===== src/hdl/umrw_pkg.sv =====
// shared types, constants and helper function of the reordering window
package umrw_pkg;

  localparam int SN_MAX_BITS   = 10;
  localparam int SN_LONG_BITS  = 10;
  localparam int SN_SHORT_BITS = 5;
  localparam int SN_LONG_EFF   = (SN_LONG_BITS > SN_MAX_BITS) ? SN_MAX_BITS : SN_LONG_BITS;
  localparam int SN_SHORT_EFF  = (SN_SHORT_BITS > SN_MAX_BITS) ? SN_MAX_BITS : SN_SHORT_BITS;
  localparam int WORD_BITS     = 5;
  localparam int WORD_W        = 1 << WORD_BITS;
  localparam int ROW_W         = SN_MAX_BITS - WORD_BITS;
  localparam int ROWS          = 1 << ROW_W;
  localparam int TICK_W        = 12;
  localparam int STATUS_W      = 3;
  localparam int CFG_IDX_W     = 1;

  typedef logic [SN_MAX_BITS-1:0] sn_t;
  typedef logic [SN_MAX_BITS:0]   snc_t;
  typedef logic [ROW_W-1:0]       row_t;
  typedef logic [WORD_W-1:0]      word_t;
  typedef logic [WORD_BITS-1:0]   bitpos_t;
  typedef logic [TICK_W-1:0]      tick_t;
  typedef logic [CFG_IDX_W-1:0]   cfg_idx_t;

  localparam sn_t MASK_LONG  = sn_t'((1 << SN_LONG_EFF) - 1);
  localparam sn_t MASK_SHORT = sn_t'((1 << SN_SHORT_EFF) - 1);
  localparam tick_t TICKS_RESET = tick_t'(50);

  // register indexes of the configuration port
  localparam cfg_idx_t CFG_SN_LENGTH = cfg_idx_t'(0);
  localparam cfg_idx_t CFG_REORDER   = cfg_idx_t'(1);

  typedef enum logic [STATUS_W-1:0] {
    STAT_STORED  = 3'd0,
    STAT_BEHIND  = 3'd1,
    STAT_DUP     = 3'd2,
    STAT_TICK    = 3'd3,
    STAT_EXPIRED = 3'd4
  } status_t;

  typedef enum logic [3:0] {
    S_IDLE,
    S_RDX,
    S_EVAL,
    S_SRD,
    S_SCHK,
    S_TMR,
    S_CRD,
    S_CWR,
    S_OUT
  } fsm_t;

  // access request towards the bitmap memory
  typedef struct packed {
    logic  rd_en;
    row_t  rd_row;
    logic  wr_en;
    row_t  wr_row;
    word_t wr_data;
  } map_req_t;

  // distance of v above the lower window edge VR(UH) - W
  function automatic sn_t win_off(sn_t v, sn_t uh, sn_t w, sn_t mask);
    sn_t base;
    base = (uh - w) & mask;
    return (v - base) & mask;
  endfunction

endpackage


===== src/hdl/umrw_if.sv =====
// handshake channel interfaces: input beat, result beat and register write
interface umrw_in_if;
  logic                       valid;
  logic                       ready;
  logic                       mode;
  logic [umrw_pkg::SN_MAX_BITS-1:0] seq_num;
  modport source (output valid, mode, seq_num, input ready);
  modport sink   (input valid, mode, seq_num, output ready);
endinterface

interface umrw_out_if;
  logic                             valid;
  logic                             ready;
  logic [umrw_pkg::STATUS_W-1:0]    status;
  logic [umrw_pkg::SN_MAX_BITS-1:0] release_first;
  logic [umrw_pkg::SN_MAX_BITS-1:0] release_count;
  logic [umrw_pkg::SN_MAX_BITS-1:0] receive_edge;
  logic [umrw_pkg::SN_MAX_BITS-1:0] highest_edge;
  logic                             timer_active;
  modport source (output valid, status, release_first, release_count, receive_edge,
                  highest_edge, timer_active, input ready);
  modport sink   (input valid, status, release_first, release_count, receive_edge,
                  highest_edge, timer_active, output ready);
endinterface

interface umrw_cfg_if;
  logic                           valid;
  logic                           ready;
  logic [umrw_pkg::CFG_IDX_W-1:0] index;
  logic [umrw_pkg::TICK_W-1:0]    data;
  modport source (output valid, index, data, input ready);
  modport sink   (input valid, index, data, output ready);
endinterface


===== src/hdl/umrw_map_ram.sv =====
// received-mark bitmap: one word per row, registered read, per-row valid bits
module umrw_map_ram (
  input  logic                clk,
  input  logic                rst_n,
  input  umrw_pkg::map_req_t  req,
  output umrw_pkg::word_t     rd_data
);

  umrw_pkg::word_t mem [umrw_pkg::ROWS];
  logic [umrw_pkg::ROWS-1:0] row_vld_r;
  umrw_pkg::word_t rd_word_r;
  logic rd_vld_r;

  // word array write and registered read
  always_ff @(posedge clk) begin
    if (req.wr_en) begin
      mem[req.wr_row] <= req.wr_data;
    end
    if (req.rd_en) begin
      rd_word_r <= mem[req.rd_row];
    end
  end

  // row valid bits, cleared at reset so unwritten rows read as zero
  always_ff @(posedge clk) begin
    if (!rst_n) begin
      row_vld_r <= '0;
      rd_vld_r  <= 1'b0;
    end else begin
      if (req.wr_en) begin
        row_vld_r[req.wr_row] <= 1'b1;
      end
      if (req.rd_en) begin
        rd_vld_r <= row_vld_r[req.rd_row];
      end
    end
  end

  assign rd_data = rd_vld_r ? rd_word_r : '0;

endmodule


===== src/hdl/um_receive_reordering_window_unit.sv =====
// receive reordering window: sequencer around the received-mark bitmap memory
// steps to the result beat: plain tick straight to output; number: bitmap read, evaluate,
// then output on discard; stored number and expiry: gap scan and mark clear, each word by
// word over the bitmap, with the timer update between; a held result waits
// throughput: one item at a time, next item taken in the cycle after the result is loaded
// reset: synchronous active low, pointers and timer to zero, bitmap rows marked empty at once
module um_receive_reordering_window_unit (
  input logic         clk,
  input logic         rst_n,
  umrw_in_if.sink     in_ch,
  umrw_out_if.source  out_ch,
  umrw_cfg_if.sink    cfg_ch
);

  umrw_pkg::map_req_t req;
  umrw_pkg::word_t    rdata;

  umrw_map_ram u_map (
    .clk     (clk),
    .rst_n   (rst_n),
    .req     (req),
    .rd_data (rdata)
  );

  umrw_pkg::fsm_t    state_r, state_nxt;
  logic              sel_r;
  umrw_pkg::tick_t   ticks_r;
  umrw_pkg::sn_t     ur_r, ur_nxt, uh_r, uh_nxt, ux_r, ux_nxt;
  logic              trun_r, trun_nxt;
  umrw_pkg::tick_t   tleft_r, tleft_nxt;
  logic              mode_r, mode_nxt;
  umrw_pkg::sn_t     x_r, x_nxt, old_ur_r, old_ur_nxt;
  umrw_pkg::sn_t     s_r, s_nxt, start_r, start_nxt;
  umrw_pkg::snc_t    n_r, n_nxt;
  umrw_pkg::status_t status_r, status_nxt;
  umrw_pkg::sn_t     c_r, c_nxt, rem_r, rem_nxt, cnt_r, cnt_nxt;
  logic              ov_r, ov_nxt;
  umrw_pkg::status_t o_status_r, o_status_nxt;
  umrw_pkg::sn_t     o_first_r, o_first_nxt, o_cnt_r, o_cnt_nxt;
  umrw_pkg::sn_t     o_ur_r, o_ur_nxt, o_uh_r, o_uh_nxt;
  logic              o_tmr_r, o_tmr_nxt;

  umrw_pkg::sn_t   mask, w;
  umrw_pkg::snc_t  m_full;
  umrw_pkg::sn_t   ur_m, uh_m, ux_m;

  // modulus, mask and window size of the selected number length
  always_comb begin
    mask   = sel_r ? umrw_pkg::MASK_LONG : umrw_pkg::MASK_SHORT;
    m_full = umrw_pkg::snc_t'(mask) + umrw_pkg::snc_t'(1);
    w      = umrw_pkg::sn_t'(m_full >> 1);
    ur_m   = ur_r & mask;
    uh_m   = uh_r & mask;
    ux_m   = ux_r & mask;
  end

  // configuration registers
  assign cfg_ch.ready = 1'b1;
  always_ff @(posedge clk) begin
    if (!rst_n) begin
      sel_r   <= 1'b1;
      ticks_r <= umrw_pkg::TICKS_RESET;
    end else if (cfg_ch.valid) begin
      unique case (cfg_ch.index)
        umrw_pkg::CFG_SN_LENGTH: sel_r   <= cfg_ch.data[0];
        umrw_pkg::CFG_REORDER:   ticks_r <= cfg_ch.data;
        default: ;
      endcase
    end
  end

  assign in_ch.ready = (state_r == umrw_pkg::S_IDLE);

  // result beat register
  assign out_ch.valid         = ov_r;
  assign out_ch.status        = o_status_r;
  assign out_ch.release_first = o_first_r;
  assign out_ch.release_count = o_cnt_r;
  assign out_ch.receive_edge  = o_ur_r;
  assign out_ch.highest_edge  = o_uh_r;
  assign out_ch.timer_active  = o_tmr_r;

  // sequencer state and working registers
  always_ff @(posedge clk) begin
    if (!rst_n) begin
      state_r  <= umrw_pkg::S_IDLE;
      ur_r     <= '0;
      uh_r     <= '0;
      ux_r     <= '0;
      trun_r   <= 1'b0;
      tleft_r  <= '0;
      ov_r     <= 1'b0;
    end else begin
      state_r  <= state_nxt;
      ur_r     <= ur_nxt;
      uh_r     <= uh_nxt;
      ux_r     <= ux_nxt;
      trun_r   <= trun_nxt;
      tleft_r  <= tleft_nxt;
      ov_r     <= ov_nxt;
    end
  end

  always_ff @(posedge clk) begin
    mode_r     <= mode_nxt;
    x_r        <= x_nxt;
    old_ur_r   <= old_ur_nxt;
    s_r        <= s_nxt;
    start_r    <= start_nxt;
    n_r        <= n_nxt;
    status_r   <= status_nxt;
    c_r        <= c_nxt;
    rem_r      <= rem_nxt;
    cnt_r      <= cnt_nxt;
    o_status_r <= o_status_nxt;
    o_first_r  <= o_first_nxt;
    o_cnt_r    <= o_cnt_nxt;
    o_ur_r     <= o_ur_nxt;
    o_uh_r     <= o_uh_nxt;
    o_tmr_r    <= o_tmr_nxt;
  end

  // next state, memory requests and pointer updates
  always_comb begin
    umrw_pkg::sn_t     xin, ox, our, oux, nuh, nur;
    umrw_pkg::bitpos_t b;
    umrw_pkg::word_t   lowmask, zeros, clrmask;
    logic              found;
    umrw_pkg::bitpos_t pos;
    umrw_pkg::snc_t    avail, len, ii;
    logic              run;

    state_nxt    = state_r;
    ur_nxt       = ur_r;
    uh_nxt       = uh_r;
    ux_nxt       = ux_r;
    trun_nxt     = trun_r;
    tleft_nxt    = tleft_r;
    mode_nxt     = mode_r;
    x_nxt        = x_r;
    old_ur_nxt   = old_ur_r;
    s_nxt        = s_r;
    start_nxt    = start_r;
    n_nxt        = n_r;
    status_nxt   = status_r;
    c_nxt        = c_r;
    rem_nxt      = rem_r;
    cnt_nxt      = cnt_r;
    ov_nxt       = ov_r;
    o_status_nxt = o_status_r;
    o_first_nxt  = o_first_r;
    o_cnt_nxt    = o_cnt_r;
    o_ur_nxt     = o_ur_r;
    o_uh_nxt     = o_uh_r;
    o_tmr_nxt    = o_tmr_r;
    req          = '0;

    xin   = in_ch.seq_num & mask;
    ox    = umrw_pkg::win_off(x_r, uh_r, w, mask);
    our   = umrw_pkg::win_off(ur_r, uh_r, w, mask);
    oux   = umrw_pkg::win_off(ux_r, uh_r, w, mask);
    nuh   = (x_r + umrw_pkg::sn_t'(1)) & mask;
    nur   = ur_r;
    run   = trun_r;
    found = 1'b0;
    pos   = '0;
    clrmask = '0;
    avail = '0;
    len   = '0;
    ii    = '0;

    // first clear mark at or above the scan offset
    b       = s_r[umrw_pkg::WORD_BITS-1:0];
    lowmask = ~({umrw_pkg::WORD_W{1'b1}} << b);
    zeros   = ~(rdata | lowmask);
    for (int i = umrw_pkg::WORD_W - 1; i >= 0; i--) begin
      if (zeros[i]) begin
        found = 1'b1;
        pos   = umrw_pkg::bitpos_t'(i);
      end
    end

    if (ov_r && out_ch.ready) begin
      ov_nxt = 1'b0;
    end

    unique case (state_r)
      umrw_pkg::S_IDLE: begin
        if (in_ch.valid) begin
          mode_nxt   = in_ch.mode;
          x_nxt      = xin;
          ur_nxt     = ur_m;
          uh_nxt     = uh_m;
          ux_nxt     = ux_m;
          old_ur_nxt = ur_m;
          cnt_nxt    = '0;
          n_nxt      = '0;
          if (!in_ch.mode) begin
            state_nxt = umrw_pkg::S_RDX;
          end else if (!trun_r) begin
            status_nxt = umrw_pkg::STAT_TICK;
            state_nxt  = umrw_pkg::S_OUT;
          end else if (tleft_r > umrw_pkg::tick_t'(1)) begin
            status_nxt = umrw_pkg::STAT_TICK;
            tleft_nxt  = tleft_r - umrw_pkg::tick_t'(1);
            state_nxt  = umrw_pkg::S_OUT;
          end else begin
            status_nxt = umrw_pkg::STAT_EXPIRED;
            if (umrw_pkg::win_off(ux_m, uh_m, w, mask) <
                umrw_pkg::win_off(ur_m, uh_m, w, mask)) begin
              s_nxt     = ur_m;
              start_nxt = ur_m;
            end else begin
              s_nxt     = ux_m;
              start_nxt = ux_m;
            end
            state_nxt = umrw_pkg::S_SRD;
          end
        end
      end
      umrw_pkg::S_RDX: begin
        req.rd_en  = 1'b1;
        req.rd_row = x_r[umrw_pkg::SN_MAX_BITS-1:umrw_pkg::WORD_BITS];
        state_nxt  = umrw_pkg::S_EVAL;
      end
      umrw_pkg::S_EVAL: begin
        if (ox < our) begin
          status_nxt = umrw_pkg::STAT_BEHIND;
          state_nxt  = umrw_pkg::S_OUT;
        end else if (rdata[x_r[umrw_pkg::WORD_BITS-1:0]] && ox > our && ox < w) begin
          status_nxt = umrw_pkg::STAT_DUP;
          state_nxt  = umrw_pkg::S_OUT;
        end else begin
          status_nxt  = umrw_pkg::STAT_STORED;
          req.wr_en   = 1'b1;
          req.wr_row  = x_r[umrw_pkg::SN_MAX_BITS-1:umrw_pkg::WORD_BITS];
          req.wr_data = rdata;
          req.wr_data[x_r[umrw_pkg::WORD_BITS-1:0]] = 1'b1;
          if (ox >= w) begin
            uh_nxt = nuh;
            if (umrw_pkg::win_off(ur_r, nuh, w, mask) >= w) begin
              nur = (nuh - w) & mask;
            end
          end
          ur_nxt    = nur;
          s_nxt     = nur;
          start_nxt = nur;
          state_nxt = umrw_pkg::S_SRD;
        end
      end
      umrw_pkg::S_SRD: begin
        req.rd_en  = 1'b1;
        req.rd_row = s_r[umrw_pkg::SN_MAX_BITS-1:umrw_pkg::WORD_BITS];
        state_nxt  = umrw_pkg::S_SCHK;
      end
      umrw_pkg::S_SCHK: begin
        // gap search, bounded to one full turn of the numbers
        avail = umrw_pkg::snc_t'(umrw_pkg::WORD_W) - umrw_pkg::snc_t'(b);
        if (found) begin
          ur_nxt    = {s_r[umrw_pkg::SN_MAX_BITS-1:umrw_pkg::WORD_BITS], pos} & mask;
          state_nxt = umrw_pkg::S_TMR;
        end else if (n_r + avail >= m_full) begin
          ur_nxt    = start_r;
          state_nxt = umrw_pkg::S_TMR;
        end else begin
          n_nxt     = n_r + avail;
          s_nxt     = ((s_r | umrw_pkg::sn_t'(umrw_pkg::WORD_W - 1)) + umrw_pkg::sn_t'(1))
                      & mask;
          state_nxt = umrw_pkg::S_SRD;
        end
      end
      umrw_pkg::S_TMR: begin
        // timer stop and restart after the edges have moved
        if (!mode_r) begin
          if (run && (oux <= our || (oux >= w && ux_r != uh_r))) begin
            run       = 1'b0;
            tleft_nxt = '0;
          end
          if (!run && our < w) begin
            run       = 1'b1;
            tleft_nxt = ticks_r;
            ux_nxt    = uh_r;
          end
        end else if (our < w) begin
          tleft_nxt = ticks_r;
          ux_nxt    = uh_r;
        end else begin
          run       = 1'b0;
          tleft_nxt = '0;
        end
        trun_nxt = run;
        cnt_nxt  = (ur_r - old_ur_r) & mask;
        rem_nxt  = (ur_r - old_ur_r) & mask;
        c_nxt    = old_ur_r;
        if (((ur_r - old_ur_r) & mask) == '0) begin
          state_nxt = umrw_pkg::S_OUT;
        end else begin
          state_nxt = umrw_pkg::S_CRD;
        end
      end
      umrw_pkg::S_CRD: begin
        req.rd_en  = 1'b1;
        req.rd_row = c_r[umrw_pkg::SN_MAX_BITS-1:umrw_pkg::WORD_BITS];
        state_nxt  = umrw_pkg::S_CWR;
      end
      umrw_pkg::S_CWR: begin
        // clear the released marks of this word
        avail = umrw_pkg::snc_t'(umrw_pkg::WORD_W)
                - umrw_pkg::snc_t'(c_r[umrw_pkg::WORD_BITS-1:0]);
        len   = (umrw_pkg::snc_t'(rem_r) < avail) ? umrw_pkg::snc_t'(rem_r) : avail;
        for (int i = 0; i < umrw_pkg::WORD_W; i++) begin
          ii = umrw_pkg::snc_t'(i);
          clrmask[i] = (ii >= umrw_pkg::snc_t'(c_r[umrw_pkg::WORD_BITS-1:0])) &&
                       (ii < umrw_pkg::snc_t'(c_r[umrw_pkg::WORD_BITS-1:0]) + len);
        end
        req.wr_en   = 1'b1;
        req.wr_row  = c_r[umrw_pkg::SN_MAX_BITS-1:umrw_pkg::WORD_BITS];
        req.wr_data = rdata & ~clrmask;
        rem_nxt     = rem_r - umrw_pkg::sn_t'(len);
        c_nxt       = (c_r + umrw_pkg::sn_t'(len)) & mask;
        if (umrw_pkg::snc_t'(rem_r) == len) begin
          state_nxt = umrw_pkg::S_OUT;
        end else begin
          state_nxt = umrw_pkg::S_CRD;
        end
      end
      umrw_pkg::S_OUT: begin
        if (!ov_r) begin
          ov_nxt       = 1'b1;
          o_status_nxt = status_r;
          o_first_nxt  = (cnt_r != '0) ? old_ur_r : '0;
          o_cnt_nxt    = cnt_r;
          o_ur_nxt     = ur_r;
          o_uh_nxt     = uh_r;
          o_tmr_nxt    = trun_r;
          state_nxt    = umrw_pkg::S_IDLE;
        end
      end
      default: state_nxt = umrw_pkg::S_IDLE;
    endcase
  end

`ifndef SYNTHESIS
  // a stopped timer carries no count
  a_timer_idle: assert property (@(posedge clk) disable iff (!rst_n)
    !trun_r |-> tleft_r == '0) else $error("timer count without running timer");

  // never a read and a write of the same bitmap word in one cycle
  a_no_rw_clash: assert property (@(posedge clk) disable iff (!rst_n)
    !(req.rd_en && req.wr_en && req.rd_row == req.wr_row))
    else $error("bitmap read and write collide");

  // a released range ends at the new receive edge
  a_release_edge: assert property (@(posedge clk) disable iff (!rst_n)
    (ov_r && sel_r && o_cnt_r != '0) |-> o_ur_r == o_first_r + o_cnt_r)
    else $error("released range does not end at receive edge");

  // a new beat is loaded only into an empty result register
  a_out_load: assert property (@(posedge clk) disable iff (!rst_n)
    (state_r == umrw_pkg::S_OUT && ov_r && !out_ch.ready) |=> state_r == umrw_pkg::S_OUT)
    else $error("result beat overwritten");
`endif

endmodule


===== src/flat_wrapper.sv =====
// flat-port wrapper written by rule: the top's interface ports become plain ports
module um_receive_reordering_window_unit_flat 
  (clk, rst_n, in_ch_valid, in_ch_mode, in_ch_seq_num, in_ch_ready, out_ch_valid, out_ch_status, out_ch_release_first, out_ch_release_count, out_ch_receive_edge, out_ch_highest_edge, out_ch_timer_active, out_ch_ready, cfg_ch_valid, cfg_ch_index, cfg_ch_data, cfg_ch_ready);
  umrw_in_if in_ch_i ();
  umrw_out_if out_ch_i ();
  umrw_cfg_if cfg_ch_i ();
  input logic clk;
  input logic rst_n;
  input wire logic [$bits(in_ch_i.valid)-1:0] in_ch_valid;
  input wire logic [$bits(in_ch_i.mode)-1:0] in_ch_mode;
  input wire logic [$bits(in_ch_i.seq_num)-1:0] in_ch_seq_num;
  output wire logic [$bits(in_ch_i.ready)-1:0] in_ch_ready;
  output wire logic [$bits(out_ch_i.valid)-1:0] out_ch_valid;
  output wire logic [$bits(out_ch_i.status)-1:0] out_ch_status;
  output wire logic [$bits(out_ch_i.release_first)-1:0] out_ch_release_first;
  output wire logic [$bits(out_ch_i.release_count)-1:0] out_ch_release_count;
  output wire logic [$bits(out_ch_i.receive_edge)-1:0] out_ch_receive_edge;
  output wire logic [$bits(out_ch_i.highest_edge)-1:0] out_ch_highest_edge;
  output wire logic [$bits(out_ch_i.timer_active)-1:0] out_ch_timer_active;
  input wire logic [$bits(out_ch_i.ready)-1:0] out_ch_ready;
  input wire logic [$bits(cfg_ch_i.valid)-1:0] cfg_ch_valid;
  input wire logic [$bits(cfg_ch_i.index)-1:0] cfg_ch_index;
  input wire logic [$bits(cfg_ch_i.data)-1:0] cfg_ch_data;
  output wire logic [$bits(cfg_ch_i.ready)-1:0] cfg_ch_ready;
  assign in_ch_i.valid = in_ch_valid;
  assign in_ch_i.mode = in_ch_mode;
  assign in_ch_i.seq_num = in_ch_seq_num;
  assign in_ch_ready = in_ch_i.ready;
  assign out_ch_valid = out_ch_i.valid;
  assign out_ch_status = out_ch_i.status;
  assign out_ch_release_first = out_ch_i.release_first;
  assign out_ch_release_count = out_ch_i.release_count;
  assign out_ch_receive_edge = out_ch_i.receive_edge;
  assign out_ch_highest_edge = out_ch_i.highest_edge;
  assign out_ch_timer_active = out_ch_i.timer_active;
  assign out_ch_i.ready = out_ch_ready;
  assign cfg_ch_i.valid = cfg_ch_valid;
  assign cfg_ch_i.index = cfg_ch_index;
  assign cfg_ch_i.data = cfg_ch_data;
  assign cfg_ch_ready = cfg_ch_i.ready;
  um_receive_reordering_window_unit u_core (.clk(clk), .rst_n(rst_n), .in_ch(in_ch_i), .out_ch(out_ch_i), .cfg_ch(cfg_ch_i));
endmodule

===== config.mk =====
export PLATFORM = sky130hd
export DESIGN_NAME = um_receive_reordering_window_unit_flat
export DESIGN_NICKNAME = d
export VERILOG_FILES = /design/src/hdl/umrw_pkg.sv /design/src/hdl/umrw_if.sv /design/src/hdl/umrw_map_ram.sv /design/src/hdl/um_receive_reordering_window_unit.sv /design/src/flat_wrapper.sv
export SDC_FILE = /design/constraint.sdc
export NUM_CORES = 2
export LEC_CHECK = 0
export ABC_AREA = 1
export BUFFER_PORTS_ARGS = -buffer_cell sky130_fd_sc_hd__buf_2
export CAP_MARGIN = 20
export CELL_PAD_IN_SITES_DETAIL_PLACEMENT = 1
export CELL_PAD_IN_SITES_GLOBAL_PLACEMENT = 2
export CORE_MARGIN = 3
export CORE_UTILIZATION = 30
export CTS_CLUSTER_SIZE = 30
export DETAILED_ROUTE_END_ITERATION = 12
export PLACE_DENSITY = 0.71
export SLEW_MARGIN = 20
export SYNTH_ARGS = -nofsm -noshare
export SYNTH_HDL_FRONTEND = slang
export SYNTH_HIERARCHICAL = 1
export SYNTH_SLANG_ARGS = --single-unit

===== constraint.sdc =====
create_clock -name clk -period 8.5 [get_ports clk]
set_clock_uncertainty 0.1 [all_clocks]
set_input_delay 1.275 -clock clk [delete_from_list [all_inputs] [get_ports clk]]
set_output_delay 1.275 -clock clk [all_outputs]
set_load 0.005 [all_outputs]

==> results.md <==
* Status: complete, no violations
* Initial antenna violation count at 1
* Main flop type after synthesis: edfxtp_1
* Vias after detailed routing at between 40000 and 50000
* Asr flop ratio synth at 0%
* Core footprint at between 150000 and 200000 µm²
* DRT Wirelength at ~200 mm
* Synth Cell Area at ~59000 µm²
* FF-to-FF End: u_core/u_map/mem[22][23]
* Post-layout min period at between 7 and 8 ns
* Yosys top cell area share at around 60%
* I/O Buffers at 74
* Critical path origin: u_core/sel_r
* Setup bufs post-CTS at 0
* Yosys cell types at 64
* CP max-delay cell: nor2_4
* H-tree Lvls at 4
* Sequential-to-total area share from yosys stat at a little under two thirds
* Num Clock Sinks at between 1000 and 1500
* Setup TNS at 0 ns
* Number of global-route vias before repair at about 44000
* Clock share of power at approximately 39%
* Root Driver: clkbuf_16
* Die W at roughly 450 µm
* Switching share of power at roughly 29%
* Switching power of the nets at approximately 4.6 mW
* Final Core Density at around 35%
* Post-cts hold buffer count at 0
* Rows at roughly 160
* Io pins at 76
* Routed WL per cell at 23.3 µm
* RSZ-0062 raised after global routing: no
* Antenna Nets Post-Route at 0
* Worst r2r src: u_core/sel_r
* CP arrival at approximately 7.4 ns
* First-pass GRT wire length at between 200 and 300 mm
* Hold Worst Slack at between 0.3 and 0.4 ns
* CP Buf/Inv Count at 10
* F_max at between 0.1 and 0.15 GHz
* P_leak at ~27 nW
* First-pass iteration count of the detailed router at 5
* Starting Density at 30.2%
* R2R cell count at 33
* DRC at 0
* Seq cells post-synth at 1279
* Seq pwr share at between 40 and 50%
* EDFF count, synth at between 1000 and 1500
* Clock Pin Slew Worst Setup and Hold Paths at around 0.060 ns
* Max FO, Critical Path at 18
* DIE HEIGHT at about 450 µm
* Layout cells sized above 1 at a little under a tenth
* Via/cell ratio at between 5 and 6
* Worst-margin pin slew at around 1.1 ns
* Kind of cell adding the most delay to the critical path: simple AND/OR/NAND/NOR gates
* FF-to-FF setup slack at 1.41 ns
* Worst Hold Path Cells at 0
* Area growth, synth to finish at 14.4%
* Largest net degree at the start of global routing at 167
* Global-route usage over all layers at 19.0%
* Final hold vios at 0
* Worst skew pair latency at between 0.7 and 0.8 ns
* Crit end category: flip-flop
* Startpoint types: flip-flop
* CTS resizes at 0
* Mean post-synth cell area at between 10 and 15 µm²
* Rel. slew slack at approximately a quarter
* DRT iter0 DRCs at ~3300
* Int Power at 11.4 mW
* Fin crit share at 83.4%
* Post-Place Cells at around 8200
* Most frequent cell after synthesis: nand2_1
* Worst vdd ir at ~0.17 mV
* Max incr delay on CP at 0.67 ns
* TritonCTS clock tree: built
* Gpl congestion at just under 0.9
* Comb power frac at around 17%
* DP HPWL at between 100 and 150 mm
* Post-Layout Cell Count at 8445
* Number of buffers created by CTS at between 100 and 150
* Critical Path Stages at 33
* Largest cells by area after synthesis: edfxtp_1, nand2_1, nor2_1
* Area leader, netlist: edfxtp_1
* Setup CP Type: reg2reg
* Syn Inst Count at ~5700
* Worst Setup EP: u_core/u_map/mem[22][23]
* Total of max-cap violations at 0
* Final slew viol count at 0
* Synth warn at 6
* Final #Nets at approximately 6000
* Setup violators final at 0
* Commonest cells in the synthesized netlist: nand2_1, edfxtp_1, nor2_1
* Max Root-Sink Buffers at 3
* Grt total ovfl at 0
* Hold Path Class: reg2reg
* PD cells at 238 nW/µm²
* Worst Path Required at slightly below 9 ns
* Total die area at between 200000 and 250000 µm²
-- cell usage in the layout (no fill, tap or decap), types with 21 or more instances in the layout --
master | synthesis | routed
buf_2 | 73 | 74
clkbuf_1 | 126 | 38
nor2_2 | 48 | 50
inv_1 | 392 | 390
dfxtp_1 | 94 | 93
clkinv_1 | 8 | 29
nor2_1 | 697 | 660
nand2_1 | 1205 | 1205
edfxtp_1 | 1185 | 1185
buf_4 | 21 | 87
a21oi_1 | 349 | 349
clkinv_2 | 0 | 21
o21ai_1 | 46 | 45
nor2_4 | 1 | 36
ha_1 | 126 | 126
nand3_1 | 323 | 323
o211ai_1 | 93 | 93
o31ai_1 | 104 | 101
o21ai_0 | 387 | 381
clkbuf_16 | 0 | 150
xor2_1 | 40 | 40
nor3_1 | 57 | 57
-- worst min-delay path by stage --
stage,start,endpoint,slack (ns)
2_1_floorplan,u_core/status_r[0],u_core/out_ch.status[0],0.30
4_1_cts,u_core/status_r[1],u_core/out_ch.status[1],0.33
5_1_grt,u_core/status_r[1],u_core/out_ch.status[1],0.34
6_report,u_core/status_r[1],u_core/out_ch.status[1],0.33
3_5_place_dp,u_core/status_r[1],u_core/out_ch.status[1],0.32
3_3_place_gp,u_core/status_r[2],u_core/out_ch.status[2],0.31
-- per-stage QoR --
step | cell area, µm² | power (mW) | worst slack, ns
finish | 67500 | 16.0 | 1.41
global route | 67500 | 16.8 | 0.787
CTS | 67400 | 16.2 | 1.41
detailed placement | 62700 | 9.94 | 1.45
global placement | 62700 | 9.91 | 1.37
floorplan | 59000 | 8.97 | 1.29
-- area by class of cell --
type	instances	area [µm²]
Clock buffer	197	4020
Clock inverter	66	654
Sequential cell	1279	37500
Antenna cell	1	2.50
Tap cell	2624	3280
Fill cell	21600	128000
Multi-Input combinational cell	3681	19000
Inverter	414	1590
Timing Repair Buffer	183	1470
-- cells by family (layout without fill, tap and decap cells) --
group / after synthesis / count (layout) / synth area share, %
compound gates: 1105 / 1105 / 10.9
xor+xnor: 55 / 55 / 0.829
fa+ha+maj: 134 / 134 / 2.94
buf+inv: 701 / 860 / 5.35
flops: 1279 / 1279 / 63.5
mux: 1 / 1 / 0.0170
other cells: 2 / 5 / 0.0127
simple gates: 2382 / 2382 / 16.5
-- flip-flops by register name (all words and copies together) (netlist names), 11 cells and up --
| signal | count |
|---|---|
| u_core/n_r | 11 |
| u_core/ticks_r | 12 |
| u_core/tleft_r | 12 |
| u_core/u_map/mem | 1024 |
| u_core/u_map/rd_word_r | 32 |
| u_core/u_map/row_vld_r | 32 |
-- worst register-to-register path: cells and delay by family (launching register included) --
kind,cells,cell delay [ns]
AO/OA/AOI/OAI,5,0.79
XOR/XNOR,1,0.20
adder cells (fa/ha/maj),3,0.96
buffers and inverters,10,1.66
flip-flops,1,0.61
AND/OR/NAND/NOR,14,2.44
-- routing by layer --
layer  up-vias  wire [µm]  GRT usage, %
met5         -          0             0
met2       775      92900          31.4
met4         0       3630          4.15
met3       206       6420          2.07
met1     21900      93600          26.9
li1      19800          -             -
-- power by group through the flow --
stage | clock network (mW) | registers, mW | logic (mW)
3_3_place_gp | 0 | 7.25 | 2.66
5_1_grt | 6.64 | 7.13 | 3.02
6_report | 6.22 | 7.12 | 2.71
2_1_floorplan | 0 | 7.19 | 1.78
3_5_place_dp | 0 | 7.25 | 2.69
4_1_cts | 6.38 | 7.12 | 2.72
Power figures use the tool's default switching activity.
